### src/rtl/m61rh_pkg.sv
// ----------------------------------------------------------------------------
// m61rh_pkg
// Shared types and constants for the base-256 rolling hash modulo 2^61-1.
// ----------------------------------------------------------------------------
package m61rh_pkg;

    localparam int RES_W   = 61;
    localparam int OPV_W   = 64;
    localparam int BYTE_W  = 8;
    localparam int KCNT_W  = 20;
    localparam int SHAMT_W = 6;

    localparam logic [RES_W-1:0] MOD_M = {RES_W{1'b1}};

    typedef enum logic [2:0] {
        ACT_CLEAR    = 3'd0,
        ACT_APPEND   = 3'd1,
        ACT_LOAD     = 3'd2,
        ACT_ADD      = 3'd3,
        ACT_SUB      = 3'd4,
        ACT_MUL_BYTE = 3'd5,
        ACT_SHIFT    = 3'd6,
        ACT_COMPARE  = 3'd7
    } action_t;

    // One prepared beat: operand already reduced, shift amount already mod 61.
    typedef struct packed {
        action_t              action;
        logic [RES_W-1:0]     operand;
        logic [BYTE_W-1:0]    byte_val;
        logic [SHAMT_W-1:0]   shamt;
    } item_t;

endpackage

### src/rtl/m61rh_alu.sv
// ----------------------------------------------------------------------------
// m61rh_alu
// Single-pass update of the accumulator residue for one prepared beat.
// ----------------------------------------------------------------------------
module m61rh_alu (
    input  logic [m61rh_pkg::RES_W-1:0]  acc,
    input  m61rh_pkg::item_t             item,
    output logic [m61rh_pkg::RES_W-1:0]  acc_next,
    output logic                         is_equal
);
    import m61rh_pkg::*;

    localparam int PB_W = RES_W + BYTE_W;

    logic [RES_W:0]       app_sum;
    logic [RES_W:0]       add_sum;
    logic [RES_W:0]       sub_sum;
    logic [PB_W-1:0]      pb;
    logic [RES_W:0]       mul_sum;
    logic [2*RES_W-1:0]   rot_wide;
    logic [RES_W-1:0]     app_res;
    logic [RES_W-1:0]     add_res;
    logic [RES_W-1:0]     sub_res;
    logic [RES_W-1:0]     mul_res;

    always_comb begin
        // acc*256 + c: low 53 bits move up, top 8 bits wrap around
        app_sum = {1'b0, acc[RES_W-BYTE_W-1:0], item.byte_val}
                + {{(RES_W+1-BYTE_W){1'b0}}, acc[RES_W-1:RES_W-BYTE_W]};
        app_res = (app_sum >= {1'b0, MOD_M}) ? RES_W'(app_sum - {1'b0, MOD_M})
                                             : app_sum[RES_W-1:0];

        add_sum = {1'b0, acc} + {1'b0, item.operand};
        add_res = (add_sum >= {1'b0, MOD_M}) ? RES_W'(add_sum - {1'b0, MOD_M})
                                             : add_sum[RES_W-1:0];

        sub_sum = {1'b0, acc} - {1'b0, item.operand};
        sub_res = (acc >= item.operand) ? sub_sum[RES_W-1:0]
                                        : RES_W'(sub_sum + {1'b0, MOD_M});

        pb      = {{BYTE_W{1'b0}}, acc} * {{RES_W{1'b0}}, item.byte_val};
        mul_sum = {1'b0, pb[RES_W-1:0]} + {{(RES_W+1-BYTE_W){1'b0}}, pb[PB_W-1:RES_W]};
        mul_res = (mul_sum >= {1'b0, MOD_M}) ? RES_W'(mul_sum - {1'b0, MOD_M})
                                             : mul_sum[RES_W-1:0];

        // times 2^r mod 2^61-1 is a 61-bit rotate left
        rot_wide = {acc, acc} << item.shamt;

        is_equal = 1'b0;
        case (item.action)
            ACT_CLEAR:    acc_next = '0;
            ACT_APPEND:   acc_next = app_res;
            ACT_LOAD:     acc_next = item.operand;
            ACT_ADD:      acc_next = add_res;
            ACT_SUB:      acc_next = sub_res;
            ACT_MUL_BYTE: acc_next = mul_res;
            ACT_SHIFT:    acc_next = rot_wide[2*RES_W-1:RES_W];
            ACT_COMPARE: begin
                acc_next = acc;
                is_equal = (acc == item.operand);
            end
            default:      acc_next = acc;
        endcase
    end

endmodule

### config.mk
export PLATFORM = sky130hd
export DESIGN_NAME = m61rh_alu
export DESIGN_NICKNAME = d
export VERILOG_FILES = /design/src/rtl/m61rh_pkg.sv /design/src/rtl/m61rh_alu.sv
export SDC_FILE = /design/constraint.sdc
export NUM_CORES = 2
export LEC_CHECK = 0
export ABC_AREA = 1
export BUFFER_PORTS_ARGS = -buffer_cell sky130_fd_sc_hd__buf_2
export CAP_MARGIN = 10
export CELL_PAD_IN_SITES_DETAIL_PLACEMENT = 1
export CELL_PAD_IN_SITES_GLOBAL_PLACEMENT = 1
export CORE_ASPECT_RATIO = 1.4
export CORE_UTILIZATION = 45
export DETAILED_ROUTE_END_ITERATION = 8
export PLACE_DENSITY_LB_ADDON = 0.25
export SLEW_MARGIN = 20
export SYNTH_ARGS = -nofsm -noshare
export SYNTH_HDL_FRONTEND = slang
export SYNTH_SLANG_ARGS = --single-unit
### constraint.sdc
create_clock -name vclk -period 9.87
set_input_delay 0 -clock vclk [all_inputs]
set_output_delay 0 -clock vclk [all_outputs]
set_load 0.02 [all_outputs]
==> out/qor.txt, run 1 <==
Die Span X: 270 µm
Netlist cell types: 66
Congestion Overflow GR: 787
Error message: [ERROR GRT-0116] Global routing finished with congestion. Check the congestion regions in the DRC Viewer.
Synth Instances: 8,341
Die H: 377 µm
GPL Wtd Cong: 1.27
I/O Pins: 201
I/O Buffers: 201
Avg Synthesized Cell Area: 5.42 µm²
GRT Util Overall: 72.6%
# hold bufs at CTS: 0
Pre-CTS WS: -0.0641 ns
Post-Synthesis Cell Area: 45,200 µm²
Setup bufs post-CTS: 0
Status: aborted with a tool error
Largest net degree at the start of global routing: 112
Sequential share of the synthesized area: 0%
Post-DP HPWL: 262 mm
Fail Step: global routing (5_1_grt)
Syn Nets: 9,069
First-pass GRT wire length: 550 mm
Post-cts sizing count: 1
Starting Density: 45.4%
Yosys warns: 0
FP Rows: 137
Vias in the first global route: 71,400
## kinds of logic after synthesis
group / after synthesis / share of synthesized area (%)
AOI/OAI and AO/OA: 891 / 11.4
xor gates and xnor gates: 243 / 4.81
adders and majority gates: 589 / 22.2
buffers and inverters: 2064 / 17.4
muxes: 123 / 2.72
and+or+nand+nor: 4431 / 41.4
## layer usage
metal | global-route usage, % | GRT overflow
met1 | 71.2 | 5
met2 | 94.4 | 479
met5 | 22.2 | 0
met3 | 50.9 | 2
met4 | 76.3 | 301
## stage by stage
| stage | std cells | utilization (%) | area (µm²) |
|---|---|---|---|
| 2_1_floorplan | 8341 | - | 45200 |
| 3_3_place_gp | 9753 | 48.3 | 48100 |
| 3_5_place_dp | 9754 | 48.3 | 48100 |
| 4_1_cts | 9754 | 48.3 | 48100 |
## Yosys cell counts, drive strengths merged, types with 10 or more instances
library cell | n | area (µm²)
nand2 | 2611 | 9960
inv | 1780 | 6680
nor2 | 902 | 3630
nand3 | 563 | 2920
o21ai | 360 | 1810
fa | 358 | 7170
a21oi | 267 | 1360
ha | 231 | 2890
xor2 | 214 | 1910
clkbuf | 194 | 731
nand4 | 138 | 870
mux2i | 123 | 1230
nor3 | 122 | 646
o211ai | 86 | 646
buf | 84 | 447
a22oi | 45 | 338
o21bai | 37 | 285
nand3b | 34 | 268
xnor2 | 29 | 262
nor4 | 27 | 181
a31oi | 22 | 138
a21o | 21 | 158
or2 | 17 | 106
o21a | 12 | 90.1
o221ai | 12 | 105
a21boi | 10 | 75.1
==> run 2: changes to the inputs <==
--- a/config.mk
+++ b/config.mk
@@ -8,12 +8,9 @@
 export ABC_AREA = 1
 export BUFFER_PORTS_ARGS = -buffer_cell sky130_fd_sc_hd__buf_2
 export CAP_MARGIN = 10
-export CELL_PAD_IN_SITES_DETAIL_PLACEMENT = 1
-export CELL_PAD_IN_SITES_GLOBAL_PLACEMENT = 1
-export CORE_ASPECT_RATIO = 1.4
-export CORE_UTILIZATION = 45
+export CORE_UTILIZATION = 35
 export DETAILED_ROUTE_END_ITERATION = 8
-export PLACE_DENSITY_LB_ADDON = 0.25
+export PLACE_DENSITY_LB_ADDON = 0.15
 export SLEW_MARGIN = 20
 export SYNTH_ARGS = -nofsm -noshare
 export SYNTH_HDL_FRONTEND = slang
==> run 2 against run 1 <==
Against the previous run: the run now ends clean; synthesized cell count unchanged; area after synthesis unchanged.
==> out/qor.txt, run 2 <==
Status: complete, no violations
DR vias/cell: 5.53
Fin nets: 9,126
Most frequent cell after synthesis: nand2_1
Most frequent cells in the layout: nand2_1, inv_1, nor2_1
# Max-Cap Violations: 0
Yosys warns: 0
Setup bufs post-CTS: 0
Syn-to-layout area delta: 6.98%
I/O Pins: 201
Antenna-violating nets left: 0
Post-Synthesis Cell Area: 45,200 µm²
Congestion Overflow GR: 0
Hold Vio Cnt, Final: 0
Die H: 361 µm
Core area: 128,000 µm²
DIE AREA: 131,000 µm²
Sequential Area: 0 µm²
Setup CP Type: primary input to primary output
Post-route DRC: 0
Hold Path Depth: 6
Pre-CTS WS: 0.346 ns
CP Launch Type: primary input
DR WL/cell: 28.1 µm
Max Freq: 106 MHz
FP Rows: 131
Slowest Stage Delay on Critical Path: 0.56 ns
Layout cells sized above 1: 6.54%
Vias post-DR: 55,700
GRT Util Overall: 42.3%
Final worst slack: 0.458 ns
GPL Wtd Cong: 1.10
Initial antenna violation count: 47
Final TNS setup: 0 ns
Endpoint type of the worst setup path: primary output
Final wirelength: 283 mm
DRT Pass-1 Iters: 8
Clk_buf instances: 0
Starting DRC count in detailed routing: 6,758
I/O Buffers: 201
Sequential share of the synthesized area: 0%
Synth area leader: nand2_1
Max Slew Vio Count: 0
Final min period: 9.41 ns
Critical Path AT: 9.41 ns
Commonest non-fill, non-tap cell in the layout: nand2_1
Area contributors post-synth: nand2_1, fa_1, inv_1
Synth top area share: 21.2%
Crit Path Max Fanout: 38
Hold Path End: acc_next[32]
Least-Margin Pin Slew: 1.22 ns
Post-DP HPWL: 248 mm
Final period utilization: 95.4%
Worst hold path class: primary input to primary output
Worst Path Required: 9.87 ns
Synth Instances: 8,341
Starting Density: 35.4%
Avg Synthesized Cell Area: 5.42 µm²
RSZ-0062 raised after global routing: no
Vias in the first global route: 54,200
Critical path's most frequent cell: nand2_1
Largest net degree at the start of global routing: 112
Syn Nets: 9,069
Top cells by count, synth: nand2_1, inv_1, nor2_1
Netlist cell types: 66
First-pass GRT wire length: 393 mm
Relative slew slack: 18.0%
Final setup violation count: 0
Hold_sp: item[46]
Critical path's slowest cell: fa_1
Seq cells: 0
Die Span X: 361 µm
run 2: cell counts after synthesis:
No cell type changed its count.
run 2: final cells by class:
cell class / instances / area, µm²
Tap cell: 1662 / 2080
Antenna cell: 22 / 55.1
Timing Repair Buffer: 333 / 2120
Multi-Input combinational cell: 6277 / 37400
Inverter: 1786 / 6710
Fill cell: 15000 / 79500
run 2: kinds of logic after synthesis:
| family | count (synthesis) | synth area share (%) |
|---|---|---|
| adders and majority gates | 589 | 22.2 |
| AOI/OAI and AO/OA | 891 | 11.4 |
| and+or+nand+nor | 4431 | 41.4 |
| muxes | 123 | 2.72 |
| buffers and inverters | 2064 | 17.4 |
| xor gates and xnor gates | 243 | 4.81 |
run 2: worst max path at each step:
stage / startpoint / endpoint / slack, ns / depth (start not counted)
after floorplan: item[10] / acc_next[26] / 2.63 / 48
after global placement: item[8] / acc_next[36] / 0.36 / 45
after detailed placement: item[8] / acc_next[36] / 0.35 / 45
after CTS: item[8] / acc_next[36] / 0.29 / 45
after global routing: item[8] / acc_next[36] / 0.02 / 49
final: item[8] / acc_next[36] / 0.46 / 43
run 2: critical path: cells and delay by family:
| family | cells | cell delay, ns |
|---|---|---|
| buffers and inverters | 9 | 1.43 |
| AND/OR/NAND/NOR | 18 | 2.52 |
| adder cells (fa/ha/maj) | 7 | 3.02 |
| AO/OA/AOI/OAI | 7 | 1.71 |
| XOR/XNOR | 2 | 0.67 |
run 2: per-layer routing:
| metal | global-route usage [%] | part of all wire (%) | up-vias |
|---|---|---|---|
| met3 | 9.08 | 9.8 | 631 |
| met2 | 66.4 | 43 | 2872 |
| met4 | 30.8 | 8.9 | 26 |
| met1 | 50.9 | 38 | 26500 |
| li1 | - | - | 25700 |
| met5 | 0 | 0.061 | - |
run 2: metrics by stage:
stage / cells / hold slack, ns / instance area, µm² / utilization, %
floorplan: 8341 / 0.335 / 45200 / -
detailed placement: 10100 / 0.858 / 48300 / 37.8
global placement: 10100 / 0.850 / 48300 / 37.8
finish: 10100 / 0.872 / 48400 / 37.8
global route: 10100 / 0.859 / 48300 / 37.8
CTS: 10100 / 0.862 / 48300 / 37.8
run 2: repair_timing:
action | in CTS | in global routing
hold buffers | 0 | 0
endpoints found under the setup margin | 0 | 61
gates resized for setup | 0 | 3
